`src/hw/rtl/polygon_area_aggregator_core_defines.svh`:
```
// Assertion macros shared by the polygon area aggregator RTL.
// No dependencies; the asserting modules must provide clk and rst_n.
`ifndef POLYGON_AREA_AGGREGATOR_CORE_DEFINES_SVH
`define POLYGON_AREA_AGGREGATOR_CORE_DEFINES_SVH
`ifndef NO_ASSERTIONS
// Checked outside reset only.
`define PAA_ASSERT(lbl, prop, msg) \
  lbl: assert property (@(posedge clk) disable iff (!rst_n) prop) else $error(msg);
// Checked at every edge, reset included.
`define PAA_ASSERT_ALWAYS(lbl, prop, msg) \
  lbl: assert property (@(posedge clk) prop) else $error(msg);
`else
`define PAA_ASSERT(lbl, prop, msg)
`define PAA_ASSERT_ALWAYS(lbl, prop, msg)
`endif
`endif

```
`src/hw/rtl/paa_pkg.sv`:
```
// Shared constants, aggregation mode codes and controller/datapath types
// for the polygon area aggregator. No dependencies.
package paa_pkg;

  localparam int COORD_BITS    = 16;
  localparam int PROD_BITS     = 2 * COORD_BITS;
  localparam int VTX_BITS      = 9;
  localparam int MAX_VERTICES  = 256;
  localparam int TALLY_BITS    = 13;
  localparam int CROSS_BITS    = 42;
  localparam int AREA_BITS     = 34;
  localparam int SUM_BITS      = 46;
  localparam int IN_DATA_BITS  = 2 * COORD_BITS;
  localparam int OUT_DATA_BITS = 48;
  localparam int CFG_DATA_BITS = 9;
  localparam int MODE_BITS     = 4;

  localparam logic [MODE_BITS-1:0] MODE_EVEN_SUM    = 4'd0;
  localparam logic [MODE_BITS-1:0] MODE_ODD_SUM     = 4'd1;
  localparam logic [MODE_BITS-1:0] MODE_MEAN        = 4'd2;
  localparam logic [MODE_BITS-1:0] MODE_EXACT_SUM   = 4'd3;
  localparam logic [MODE_BITS-1:0] MODE_MAX_AREA    = 4'd4;
  localparam logic [MODE_BITS-1:0] MODE_MIN_AREA    = 4'd5;
  localparam logic [MODE_BITS-1:0] MODE_MAX_VTX     = 4'd6;
  localparam logic [MODE_BITS-1:0] MODE_MIN_VTX     = 4'd7;
  localparam logic [MODE_BITS-1:0] MODE_EVEN_COUNT  = 4'd8;
  localparam logic [MODE_BITS-1:0] MODE_ODD_COUNT   = 4'd9;
  localparam logic [MODE_BITS-1:0] MODE_EXACT_COUNT = 4'd10;

  localparam logic CFG_IDX_MODE   = 1'b0;
  localparam logic CFG_IDX_TARGET = 1'b1;

  localparam logic [VTX_BITS-1:0] MIN_POLY_VTX = 9'd3;

  typedef struct packed {
    logic cap;        // latch the input request
    logic mul;        // register the two cross products
    logic sel_close;  // products against the first vertex
    logic acc;        // add the edge term into the running cross sum
    logic close;      // add the closing term and form the area
    logic fold;       // fold the finished polygon into the aggregate
    logic eos;        // evaluate the end-of-set result
    logic div_start;  // load the divider for the mean
    logic div_step;   // one quotient bit
    logic emit;       // load the output register and clear the set
  } paa_cmd_t;

  typedef struct packed {
    logic is_eos;
    logic last;
    logic need_div;
    logic div_busy;
  } paa_status_t;

endpackage

```
`src/hw/rtl/paa_datapath.sv`:
```
// Datapath of the polygon area aggregator: vertex registers, cross product
// accumulator, aggregate state, mean divider and output payload. Uses paa_pkg.
module paa_datapath
  import paa_pkg::*;
(
  input  logic                         clk,
  input  logic                         rst_n,
  input  paa_cmd_t                     cmd,
  output paa_status_t                  sts,
  input  logic                         in_req,
  input  logic signed [COORD_BITS-1:0] in_x,
  input  logic signed [COORD_BITS-1:0] in_y,
  input  logic                         in_last,
  input  logic                         cfg_we,
  input  logic                         cfg_index,
  input  logic [CFG_DATA_BITS-1:0]     cfg_wdata,
  output logic [SUM_BITS-1:0]          out_result,
  output logic                         out_error
);

  localparam int WIDE_BITS    = CROSS_BITS + 2;
  localparam int TERM_BITS    = PROD_BITS + 1;
  localparam int DIV_CNT_BITS = $clog2(SUM_BITS + 1);

  localparam logic signed [WIDE_BITS-1:0] CROSS_HI =
    (WIDE_BITS'(1) <<< (CROSS_BITS - 1)) - WIDE_BITS'(1);
  localparam logic signed [WIDE_BITS-1:0] CROSS_LO = -CROSS_HI;
  localparam logic [CROSS_BITS-1:0] AREA_MAX =
    (CROSS_BITS'(1) << AREA_BITS) - CROSS_BITS'(1);
  localparam logic [SUM_BITS:0] SUM_MAX =
    (SUM_BITS+1)'((SUM_BITS+1)'(1) << SUM_BITS) - (SUM_BITS+1)'(1);
  localparam logic [TALLY_BITS-1:0] TALLY_MAX = {TALLY_BITS{1'b1}};
  localparam logic [VTX_BITS-1:0] VTX_FULL = VTX_BITS'(MAX_VERTICES);

  function automatic logic signed [CROSS_BITS-1:0] clamp_cross(
    input logic signed [WIDE_BITS-1:0] v
  );
    logic signed [WIDE_BITS-1:0] c;
    begin
      c = v;
      if (v > CROSS_HI) c = CROSS_HI;
      else if (v < CROSS_LO) c = CROSS_LO;
      return c[CROSS_BITS-1:0];
    end
  endfunction

  // Configuration
  logic [MODE_BITS-1:0]     mode_r;
  logic [VTX_BITS-1:0]      target_r;

  // Current request and vertex state
  logic signed [COORD_BITS-1:0] cur_x_r, cur_y_r;
  logic                         last_r, eos_r;
  logic signed [COORD_BITS-1:0] first_x_r, first_y_r, prev_x_r, prev_y_r;
  logic signed [PROD_BITS-1:0]  p_r, q_r;
  logic signed [CROSS_BITS-1:0] cross_r;
  logic [VTX_BITS-1:0]          vtx_r;
  logic [AREA_BITS-1:0]         area_r;

  // Set aggregate
  logic [SUM_BITS-1:0]   agg_r;
  logic [AREA_BITS-1:0]  best_r;
  logic [TALLY_BITS-1:0] poly_r;
  logic [TALLY_BITS-1:0] match_r;

  // Result and divider
  logic [SUM_BITS-1:0]     res_r;
  logic                    err_r;
  logic                    use_div_r;
  logic [SUM_BITS-1:0]     div_q_r;
  logic [TALLY_BITS-1:0]   div_rem_r;
  logic [DIV_CNT_BITS-1:0] div_cnt_r;
  logic [SUM_BITS-1:0]     out_result_r;
  logic                    out_error_r;

  logic signed [COORD_BITS-1:0] bx, by;
  logic signed [TERM_BITS-1:0]  term;
  logic signed [CROSS_BITS-1:0] cross_new;
  logic [CROSS_BITS-1:0]        mag;
  logic                         even, exact, empty, tgt_small;
  logic [SUM_BITS:0]            sum_wide;
  logic [AREA_BITS-1:0]         nv_ext;
  logic [SUM_BITS-1:0]          eos_val;
  logic                         eos_err;
  logic [TALLY_BITS:0]          rem_sh, rem_sub;
  logic                         rem_ge;

  assign bx = cmd.sel_close ? first_x_r : cur_x_r;
  assign by = cmd.sel_close ? first_y_r : cur_y_r;

  assign term = {p_r[PROD_BITS-1], p_r} - {q_r[PROD_BITS-1], q_r};
  assign cross_new = clamp_cross({{2{cross_r[CROSS_BITS-1]}}, cross_r}
                     + {{(WIDE_BITS-TERM_BITS){term[TERM_BITS-1]}}, term});
  assign mag = cross_new[CROSS_BITS-1] ? CROSS_BITS'(-cross_new) : CROSS_BITS'(cross_new);

  assign even      = ~vtx_r[0];
  assign exact     = (vtx_r == target_r);
  assign empty     = (poly_r == '0);
  assign tgt_small = (target_r < MIN_POLY_VTX);
  assign sum_wide  = {1'b0, agg_r} + (SUM_BITS+1)'(area_r);
  assign nv_ext    = AREA_BITS'(vtx_r);

  // One restoring division step; the remainder always stays below the divisor.
  assign rem_sh  = {div_rem_r, div_q_r[SUM_BITS-1]};
  assign rem_ge  = (rem_sh >= {1'b0, poly_r});
  assign rem_sub = rem_sh - {1'b0, poly_r};

  always_comb begin
    eos_val = '0;
    eos_err = 1'b0;
    unique case (mode_r)
      MODE_EVEN_SUM, MODE_ODD_SUM: eos_val = agg_r;
      MODE_MEAN:                   eos_err = empty;
      MODE_EXACT_SUM: begin
        eos_err = tgt_small;
        eos_val = agg_r;
      end
      MODE_MAX_AREA, MODE_MIN_AREA, MODE_MAX_VTX, MODE_MIN_VTX: begin
        eos_err = empty;
        eos_val = SUM_BITS'(best_r);
      end
      MODE_EVEN_COUNT, MODE_ODD_COUNT: eos_val = SUM_BITS'(match_r);
      MODE_EXACT_COUNT: begin
        eos_err = tgt_small;
        eos_val = SUM_BITS'(match_r);
      end
      default: eos_err = 1'b1;
    endcase
    if (eos_err) eos_val = '0;
  end

  always_ff @(posedge clk) begin
    if (!rst_n) begin
      mode_r    <= MODE_EVEN_SUM;
      target_r  <= MIN_POLY_VTX;
      first_x_r <= '0;
      first_y_r <= '0;
      prev_x_r  <= '0;
      prev_y_r  <= '0;
      cross_r   <= '0;
      vtx_r     <= '0;
      agg_r     <= '0;
      best_r    <= '0;
      poly_r    <= '0;
      match_r   <= '0;
      div_cnt_r <= '0;
      use_div_r <= 1'b0;
      eos_r     <= 1'b0;
      last_r    <= 1'b0;
    end else begin
      if (cfg_we) begin
        if (cfg_index == CFG_IDX_MODE) mode_r <= cfg_wdata[MODE_BITS-1:0];
        else                           target_r <= cfg_wdata;
      end

      if (cmd.cap) begin
        eos_r   <= in_req;
        last_r  <= in_last;
        cur_x_r <= in_x;
        cur_y_r <= in_y;
      end

      if (cmd.mul) begin
        p_r <= prev_x_r * by;
        q_r <= prev_y_r * bx;
      end

      if (cmd.acc) begin
        if (vtx_r == '0) begin
          first_x_r <= cur_x_r;
          first_y_r <= cur_y_r;
          prev_x_r  <= cur_x_r;
          prev_y_r  <= cur_y_r;
          cross_r   <= '0;
          vtx_r     <= VTX_BITS'(1);
        end else if (vtx_r < VTX_FULL) begin
          cross_r  <= cross_new;
          prev_x_r <= cur_x_r;
          prev_y_r <= cur_y_r;
          vtx_r    <= vtx_r + VTX_BITS'(1);
        end
      end

      if (cmd.close) begin
        area_r <= (mag > AREA_MAX) ? AREA_MAX[AREA_BITS-1:0] : mag[AREA_BITS-1:0];
      end

      if (cmd.fold) begin
        if (vtx_r >= MIN_POLY_VTX) begin
          unique case (mode_r)
            MODE_EVEN_SUM, MODE_ODD_SUM, MODE_MEAN, MODE_EXACT_SUM: begin
              if ((mode_r == MODE_MEAN) || (mode_r == MODE_EVEN_SUM && even) ||
                  (mode_r == MODE_ODD_SUM && !even) || (mode_r == MODE_EXACT_SUM && exact))
                agg_r <= (sum_wide > SUM_MAX) ? SUM_MAX[SUM_BITS-1:0]
                                              : sum_wide[SUM_BITS-1:0];
            end
            MODE_MAX_AREA: if (empty || area_r > best_r) best_r <= area_r;
            MODE_MIN_AREA: if (empty || area_r < best_r) best_r <= area_r;
            MODE_MAX_VTX:  if (empty || nv_ext > best_r) best_r <= nv_ext;
            MODE_MIN_VTX:  if (empty || nv_ext < best_r) best_r <= nv_ext;
            MODE_EVEN_COUNT, MODE_ODD_COUNT, MODE_EXACT_COUNT: begin
              if (match_r != TALLY_MAX &&
                  ((mode_r == MODE_EVEN_COUNT && even) ||
                   (mode_r == MODE_ODD_COUNT && !even) ||
                   (mode_r == MODE_EXACT_COUNT && exact)))
                match_r <= match_r + TALLY_BITS'(1);
            end
            default: ;
          endcase
          if (poly_r != TALLY_MAX) poly_r <= poly_r + TALLY_BITS'(1);
        end
        vtx_r   <= '0;
        cross_r <= '0;
      end

      if (cmd.eos) begin
        res_r     <= eos_val;
        err_r     <= eos_err;
        use_div_r <= sts.need_div;
      end

      if (cmd.div_start) begin
        div_q_r   <= agg_r;
        div_rem_r <= '0;
        div_cnt_r <= DIV_CNT_BITS'(SUM_BITS);
      end else if (cmd.div_step) begin
        div_q_r   <= {div_q_r[SUM_BITS-2:0], rem_ge};
        div_rem_r <= rem_ge ? rem_sub[TALLY_BITS-1:0] : rem_sh[TALLY_BITS-1:0];
        div_cnt_r <= div_cnt_r - DIV_CNT_BITS'(1);
      end

      if (cmd.emit) begin
        out_result_r <= use_div_r ? div_q_r : res_r;
        out_error_r  <= err_r;
        // The end of a set also drops any unfinished polygon.
        vtx_r   <= '0;
        cross_r <= '0;
        agg_r   <= '0;
        best_r  <= '0;
        poly_r  <= '0;
        match_r <= '0;
      end
    end
  end

  assign sts.is_eos   = eos_r;
  assign sts.last     = last_r;
  assign sts.need_div = (mode_r == MODE_MEAN) && !empty;
  assign sts.div_busy = (div_cnt_r != '0);

  assign out_result = out_result_r;
  assign out_error  = out_error_r;

endmodule

```
`src/hw/rtl/paa_controller.sv`:
```
// Sequencing state machine of the polygon area aggregator: input handshake,
// datapath commands and the output valid flag. Uses paa_pkg and the defines header.
`include "polygon_area_aggregator_core_defines.svh"
module paa_controller
  import paa_pkg::*;
(
  input  logic        clk,
  input  logic        rst_n,
  input  logic        in_tvalid,
  output logic        in_tready,
  output logic        out_tvalid,
  input  logic        out_tready,
  input  paa_status_t sts,
  output paa_cmd_t    cmd
);

  typedef enum logic [2:0] {
    S_IDLE, S_LOAD, S_ACC, S_CMUL, S_CLOSE, S_FOLD, S_DIV, S_EMIT
  } state_t;

  state_t state_r, state_nxt;
  logic   out_valid_r, out_valid_nxt;

  assign in_tready  = (state_r == S_IDLE);
  assign out_tvalid = out_valid_r;

  always_comb begin
    cmd       = '0;
    state_nxt = state_r;
    unique case (state_r)
      S_IDLE: begin
        if (in_tvalid) begin
          cmd.cap   = 1'b1;
          state_nxt = S_LOAD;
        end
      end
      S_LOAD: begin
        if (sts.is_eos) begin
          cmd.eos       = 1'b1;
          cmd.div_start = sts.need_div;
          state_nxt     = sts.need_div ? S_DIV : S_EMIT;
        end else begin
          cmd.mul   = 1'b1;
          state_nxt = S_ACC;
        end
      end
      S_ACC: begin
        cmd.acc   = 1'b1;
        state_nxt = sts.last ? S_CMUL : S_IDLE;
      end
      S_CMUL: begin
        cmd.mul       = 1'b1;
        cmd.sel_close = 1'b1;
        state_nxt     = S_CLOSE;
      end
      S_CLOSE: begin
        cmd.close = 1'b1;
        state_nxt = S_FOLD;
      end
      S_FOLD: begin
        cmd.fold  = 1'b1;
        state_nxt = S_IDLE;
      end
      S_DIV: begin
        if (sts.div_busy) cmd.div_step = 1'b1;
        else              state_nxt = S_EMIT;
      end
      S_EMIT: begin
        // The result waits here until the output register is free.
        if (!out_valid_r || out_tready) begin
          cmd.emit  = 1'b1;
          state_nxt = S_IDLE;
        end
      end
      default: state_nxt = S_IDLE;
    endcase
  end

  always_comb begin
    out_valid_nxt = out_valid_r;
    if (cmd.emit)        out_valid_nxt = 1'b1;
    else if (out_tready) out_valid_nxt = 1'b0;
  end

  always_ff @(posedge clk) begin
    if (!rst_n) begin
      state_r     <= S_IDLE;
      out_valid_r <= 1'b0;
    end else begin
      state_r     <= state_nxt;
      out_valid_r <= out_valid_nxt;
    end
  end

  `PAA_ASSERT(a_emit_slot_free, (cmd.emit |-> (!out_valid_r || out_tready)), "emit into a full output register")
  `PAA_ASSERT(a_step_only_busy, (cmd.div_step |-> sts.div_busy), "divider stepped past its last bit")
  `PAA_ASSERT(a_accept_loads, ((in_tvalid && in_tready) |=> (state_r == S_LOAD)), "accepted request not loaded")
  `PAA_ASSERT(a_last_closes, ((state_r == S_ACC && sts.last) |=> (state_r == S_CMUL)), "last vertex did not start the closing edge")
  `PAA_ASSERT_ALWAYS(a_reset_idle, (!rst_n |=> (state_r == S_IDLE && !out_valid_r)), "reset did not return to idle")

endmodule

```
`src/hw/rtl/polygon_area_aggregator_core.sv`:
```
// Polygon area aggregator: shoelace doubled areas folded into a per-set result.
// Top level; instantiates paa_controller and paa_datapath, uses paa_pkg.
//
// Usage:
//   The input stream carries one request per beat. in_tuser low: a vertex,
//   with x in in_tdata[15:0], y in in_tdata[31:16] and in_tlast marking the
//   final vertex of a polygon. in_tuser high: end of set; one result follows.
//   The result stream returns the value in out_tdata[45:0] and the error flag
//   in out_tuser. The cfg port writes agg_mode (index 0) and target_vertices
//   (index 1); the user must write them only while the block is idle, and
//   the block itself does not enforce it; writes do not clear the aggregate.
//   A vertex takes capture, multiply and accumulate steps; a closing vertex
//   adds a closing multiply on the shared cross product multiplier pair, a
//   close and the fold step. For a non-empty set in the mean mode, the end-of-set
//   result waits on the bit-serial divider, one quotient bit a cycle. The output
//   register lets vertex requests proceed while a result waits; a further
//   end-of-set request is accepted, but the block then stalls until that result
//   has been taken. Reset returns the block to idle with an empty set, agg_mode 0
//   and target_vertices 3.
module polygon_area_aggregator_core
  import paa_pkg::*;
(
  input  logic                     clk,
  input  logic                     rst_n,
  input  logic                     in_tvalid,
  output logic                     in_tready,
  input  logic [IN_DATA_BITS-1:0]  in_tdata,   // vertex_x [15:0], vertex_y [31:16]
  input  logic                     in_tuser,   // req_type
  input  logic                     in_tlast,   // last_vertex
  output logic                     out_tvalid,
  input  logic                     out_tready,
  output logic [OUT_DATA_BITS-1:0] out_tdata,  // result_value [45:0], zero [47:46]
  output logic                     out_tuser,  // error_flag
  input  logic                     cfg_we,
  input  logic                     cfg_index,
  input  logic [CFG_DATA_BITS-1:0] cfg_wdata
);

  paa_cmd_t            cmd;
  paa_status_t         sts;
  logic [SUM_BITS-1:0] result;

  paa_controller u_ctrl (
    .clk        (clk),
    .rst_n      (rst_n),
    .in_tvalid  (in_tvalid),
    .in_tready  (in_tready),
    .out_tvalid (out_tvalid),
    .out_tready (out_tready),
    .sts        (sts),
    .cmd        (cmd)
  );

  paa_datapath u_dp (
    .clk        (clk),
    .rst_n      (rst_n),
    .cmd        (cmd),
    .sts        (sts),
    .in_req     (in_tuser),
    .in_x       (in_tdata[COORD_BITS-1:0]),
    .in_y       (in_tdata[IN_DATA_BITS-1:COORD_BITS]),
    .in_last    (in_tlast),
    .cfg_we     (cfg_we),
    .cfg_index  (cfg_index),
    .cfg_wdata  (cfg_wdata),
    .out_result (result),
    .out_error  (out_tuser)
  );

  assign out_tdata = {{(OUT_DATA_BITS-SUM_BITS){1'b0}}, result};

endmodule
```
`config.mk`:
```
export PLATFORM = sky130hd
export DESIGN_NAME = polygon_area_aggregator_core
export DESIGN_NICKNAME = d
export VERILOG_FILES = /design/src/hw/rtl/paa_pkg.sv /design/src/hw/rtl/paa_datapath.sv /design/src/hw/rtl/paa_controller.sv /design/src/hw/rtl/polygon_area_aggregator_core.sv
export VERILOG_INCLUDE_DIRS = /design/src /design/src/hw/rtl
export SDC_FILE = /design/constraint.sdc
export NUM_CORES = 2
export LEC_CHECK = 0
export ABC_AREA = 1
export ABC_CLOCK_PERIOD_IN_PS = 9300
export BUFFER_PORTS_ARGS = -buffer_cell sky130_fd_sc_hd__buf_2
export CORE_MARGIN = 2
export CORE_UTILIZATION = 40
export DETAILED_ROUTE_END_ITERATION = 12
export PLACE_DENSITY = 0.56
export RECOVER_POWER = 50
export SLEW_MARGIN = 20
export SYNTH_ARGS = -nofsm -noshare
export SYNTH_HDL_FRONTEND = slang
export SYNTH_HIERARCHICAL = 1
export SYNTH_SLANG_ARGS = --single-unit
export TNS_END_PERCENT = 10
```
`constraint.sdc`:
```
create_clock -name clk -period 9.3 [get_ports clk]
set_input_delay 0.465 -clock clk [delete_from_list [all_inputs] [get_ports clk]]
set_output_delay 0.465 -clock clk [all_outputs]
set_load 0.01 [all_outputs]
```
; ---- Yosys cells after proc, flatten, opt, wreduce, memory -nomap -nowiden
; Cells that the tools add are included.
[totals]
latch_bits = 0
romBits = 0
output_inout_bits = 51
register_bits = 530
inputBits = 49
memories = 0
mem_bits_rw = 0
word_cells = 188
[classes]
n_shift = 0
n_eq_ne = 27
multipliers = 2
n_addsub = 9
muxes = 51
n_reduce_logical = 54
div_mod_pow = 0
order_cmp = 12
n_bitwise = 3
[ops]
columns = op, count
row1 = $mux 42, 5
row2 = $mux 46, 4
row3 = $pmux 46 s3, 1
row4 = $mux 34, 4
row5 = $pmux 34 s4, 1
row6 = $mux 16, 6
row7 = $mul 16x16->32, 2
row8 = $add 46x34->47, 1
row9 = $gt 47x46->1 const B, 1
row10 = $add 42x33->43, 1
row11 = $gt 43x42->1 const B, 1
row12 = $lt 43x42->1 const B, 1
row13 = $gt 42x34->1 const B, 1
row14 = $neg 42->42, 1
row15 = $gt 34x34->1, 1
row16 = $gt 9x34->1, 1
row17 = $lt 34x34->1, 1
row18 = $lt 9x34->1, 1
row19 = $sub 32x32->33, 1
row20 = $add 13x1->13 const B, 2
row21 = $mux 13, 2
row22 = $ne 13x13->1 const B, 2
row23 = $pmux 3 s8, 1
row24 = $reduce_and 2->1, 10
row25 = other kinds (42), 106

; ---- Logic depth before layout (Yosys ltp)
[depth]
word_depth = 8
mapped_depth = 41
mapped_depth_nobuf = 39

; ---- Cells and area by module
; Netlist, hierarchy kept.
[by_module_without_submodules]
columns = mod, area_each_um2, instances, cells_per_inst, seq_area_each_um2
row1 = paa_datapath, 48759.3, 1, 5817, 13362.8
row2 = paa_controller, 352.8, 1, 60, 80.1
row3 = polygon_area_aggregator_core, 18.8, 1, 3, 0.0

; ---- Worst setup path after synthesis
; No wires, ideal clock.
[synth_timing]
path_kind = register to register
start = reg u_ctrl.state_r[2]
end = reg u_dp.q_r[31] (data pin)
synth_period_minus_slack_ps = 7486
path_buffers = 3
t_arrival_ps = 7225
path_stages_with_launch = 31
setup_slack_ps = 1814
required_time_ps = 9040
setup_ps = 260
cell_sequence = dfxtp_1 -> inv_2 -> nand3_1 -> inv_1 -> clkbuf_1 -> inv_1 -> clkbuf_1 -> clkbuf_1 -> o21ai_1 -> nor2_1 -> fa_1 -> fa_1 -> inv_1 -> fa_1 -> inv_1 -> fa_1 -> fa_1 -> fa_1 -> ha_1 -> nand2_1 -> o21ai_0 -> a21oi_1 -> o21ai_0 -> nand3_1 -> nand2_1 -> nand3_1 -> nand2_1 -> a21oi_1 -> nor2_1 -> nor2_1 -> xor2_1
[synth_lines]
columns = item, line_no
row1 = start: declaration, paa_controller.sv:21  ; state_t state_r, state_nxt;
row2 = start signal: assignment, paa_controller.sv:90  ; state_r <= state_nxt;
row3 = end signal: assignment, paa_datapath.sv:165  ; q_r <= prev_y_r * bx;
row4 = end: declaration, paa_datapath.sv:55  ; logic signed [PROD_BITS-1:0] p_r, q_r;

==> out/metrics.cfg <==
[clock_tree]
clock-root-buffer = clkbuf_16
clk_pin_slew_ns = 0.06
cts_tree = yes
post_cts_buffers = 0
cts_sinks = 530
htree_levels = 2
numCtsBuffers = 60
clk_latency_ns = 0.69
clockBufferDepth = 3

[placed_design]
placed_area_sq_mm = 0.0512
dp_hpwl_um = 113000
io_buffers = 97
dpl.cell_count = 7455
gp_congestion = 0.940

[sta]
period_share_pct = 90.8
fin_tns_setup_ns = 0
final-setup-viol-count = 0
fmax_mhz = 118
drv_slew = 516
skew_ns = 0.0700
hold_viol_final = 0
slew_headroom_pct = -128
worst_slew_pin_slew_ns = 3.42
finalCriticalPeriod_ns = 8.44
rsz0062_at_grt = false

[setup_path]
crit_fanout = 26
worstReg2RegEnd = u_dp/p_r[30]$_DFFE_PP_
cp_slowest_stage_delay_ns = 0.56
worstSetupPathType = reg -> reg
r2r_slack_ns = 0.86
reg2reg_depth = 34
cp.required_ns = 9.70
r2r-start = u_ctrl/state_r[1]$_SDFFE_PN0P_
startpoint = u_ctrl/state_r[1]$_SDFFE_PN0P_
startpoint_type = flip-flop
cp_slowest_cell = fa_1
end_kind = flip-flop
worstPathArrival_ns = 8.84
crit_top_cell = inv_1

[detailed_routing]
vias = 38700
routed.top_layer = met4
vias_per_cell = 5.09
dr_wl_met2_um = 64600
wl_met3_um = 7560
drt_iter0_drc = 2852
wl_met1_um = 64600
postRouteAntennaNets = 0
post_drt_wl_per_cell_um = 18.5
wl_um = 140000
drt-pass1-iter-count = 8
drc_errors = 0

[synthesis]
synthesis.instances = 5880
yosysTopAreaCell = fa_1
synth_area_leaders = fa_1 (23%), edfxtp_1 (17%), dfxtp_1 (10%)
synth_cell_types = 62
ys_warn_count = 6
synth-seq-cells = 530
ys.flop_type = edfxtp_1
async_flop_share_pct = 0
ys_seq_area_share_pct = 27.4
avgSynthCellArea_sq_um = 8.36
post-synth-top-count-cell = nand2_1
synth_area_sq_mm = 0.0491
synthTopCellsByCount = nand2_1 (1142), inv_1 (1137), fa_1 (568)
synth_top_area_share_pct = 23.1
synth_edf_count = 283

[final_layout]
instances_no_fill = 7601
final_util_pct = 43.9
antenna_cells = 0
fin_nets = 6845
drive_above_1_share_pct = 5.17
fillers = 12200
fin_area_sq_mm = 0.0535
areaGrowthSynthToFinish_pct = 8.84

[global_route]
grt_max_degree = 93
grt_pass1_wl_um = 224000
grt_pass1_vias = 39200
global_route.overflow_total = 0
grt_antenna_before_repair = 0
track_usage_pct = 22.5

[die]
initial_utilization_pct = 40.3
row_count = 128
pin_count = 100
fp.dieW_um = 354
core_sq_mm = 0.122
dieArea_sq_mm = 0.126
die_h_um = 354

[worst_hold_path]
worstHoldPathCells = 3
min_path_type = in -> reg
worstHoldStart = in_tlast
min_to = u_dp/last_r$_SDFFE_PN0P_

[status]
violations = max-capacitance violations, max-slew violations
status = finished, violations left

[flow_run]
cap_violations = 11

==> per-stage QoR <==
| stage | hold slack, ns | setup WS (ns) |
|---|---|---|
| after floorplan | 0.400 | 1.81 |
| after global placement | 0.407 | 1.05 |
| after detailed placement | 0.407 | 0.907 |
| after CTS | 0.0339 | 0.926 |
| after global routing | 0.0699 | 0.102 |
| final | 0.0716 | 0.860 |
==> layout by cell type (no fill, tap or decap), types with 40 or more instances in the layout <==
| cell type | count |
|---|---|
| nand4_1 | 64 |
| ha_1 | 304 |
| buf_4 | 40 |
| dfxtp_1 | 247 |
| fa_1 | 568 |
| o21ai_0 | 244 |
| nand3_1 | 168 |
| buf_2 | 45 |
| clkbuf_1 | 78 |
| clkbuf_16 | 62 |
| nor2_1 | 523 |
| a211oi_1 | 54 |
| a31oi_1 | 59 |
| edfxtp_1 | 283 |
| nand2_1 | 1141 |
| xor2_1 | 114 |
| inv_1 | 1134 |
| nor3_1 | 44 |
| xnor2_1 | 62 |
| a21oi_1 | 379 |
==> worst max-delay path by stage <==
stage	to	slack (ns)	cells past startpoint
2_1_floorplan	u_dp/q_r[31]$_DFFE_PP_	1.81	30
3_3_place_gp	u_dp/q_r[31]$_DFFE_PP_	1.05	33
3_5_place_dp	u_dp/p_r[30]$_DFFE_PP_	0.91	30
4_1_cts	u_dp/q_r[31]$_DFFE_PP_	0.93	35
5_1_grt	u_dp/q_r[31]$_DFFE_PP_	0.10	36
6_report	u_dp/p_r[30]$_DFFE_PP_	0.86	34
==> logic make-up (layout without fill, tap and decap cells) <==
kind of cell | count (synthesis) | after routing | synth area share (%)
AND/OR/NAND/NOR | 2043 | 2043 | 17.3
buffers and inverters | 1367 | 1462 | 10.7
adder cells (fa/ha/maj) | 872 | 872 | 30.9
AO/OA/AOI/OAI | 841 | 841 | 9.47
flip-flops | 530 | 530 | 27.4
XOR/XNOR | 178 | 178 | 3.20
multiplexers | 48 | 48 | 1.09
other | 1 | 2 | 0.00763
==> layout make-up <==
type | instances | area (sq um) | area share, %
multi-input cells | 3984 | 30500 | 57.1
flip-flops and latches | 530 | 13400 | 25.1
clock inverters | 34 | 380 | 0.711
repair buffers | 179 | 1080 | 2.02
inverters | 1169 | 4390 | 8.21
clock buffers | 80 | 1640 | 3.07
well taps | 1625 | 2030 | 3.80
==> what timing repair did <==
action,in CTS,in global routing
hold buffers,32,0
gates resized for setup,0,0
endpoints found under the setup margin,0,0
endpoints found under the hold margin,32,0
==> layer usage <==
layer  up-vias  track usage (%)
met1     18800             31.8
met4         0             5.51
li1      18600                -
met2      1079             36.9
met5         -                0
met3       198             2.71
==> worst max-delay path, delay by kind of cell, from the launching register on <==
kind / cells / cell delay (ns)
XOR/XNOR: 1 / 0.06
buffers and inverters: 8 / 1.29
AND/OR/NAND/NOR: 9 / 1.22
flip-flops: 1 / 0.51
AO/OA/AOI/OAI: 9 / 2.31
adder cells (fa/ha/maj): 7 / 2.82
==> flip-flops by register name, indices dropped and copies added (netlist names), 13 cells and up <==
signal	flops
u_dp/cur_y_r	16
u_dp/best_r	34
u_dp/area_r	34
u_dp/cross_r	42
u_dp/prev_x_r	16
u_dp/agg_r	46
u_dp/first_y_r	16
u_dp/cur_x_r	16
u_dp/first_x_r	16
u_dp/div_rem_r	13
u_dp/q_r	32
u_dp/res_r	46
u_dp/p_r	32
u_dp/poly_r	13
u_dp/match_r	13
u_dp/out_result	46
u_dp/prev_y_r	16
u_dp/div_q_r	46
Power is left out: the tool's default activity adds up to more than one toggle a clock period on the data nets, which glitch-free logic cannot reach.
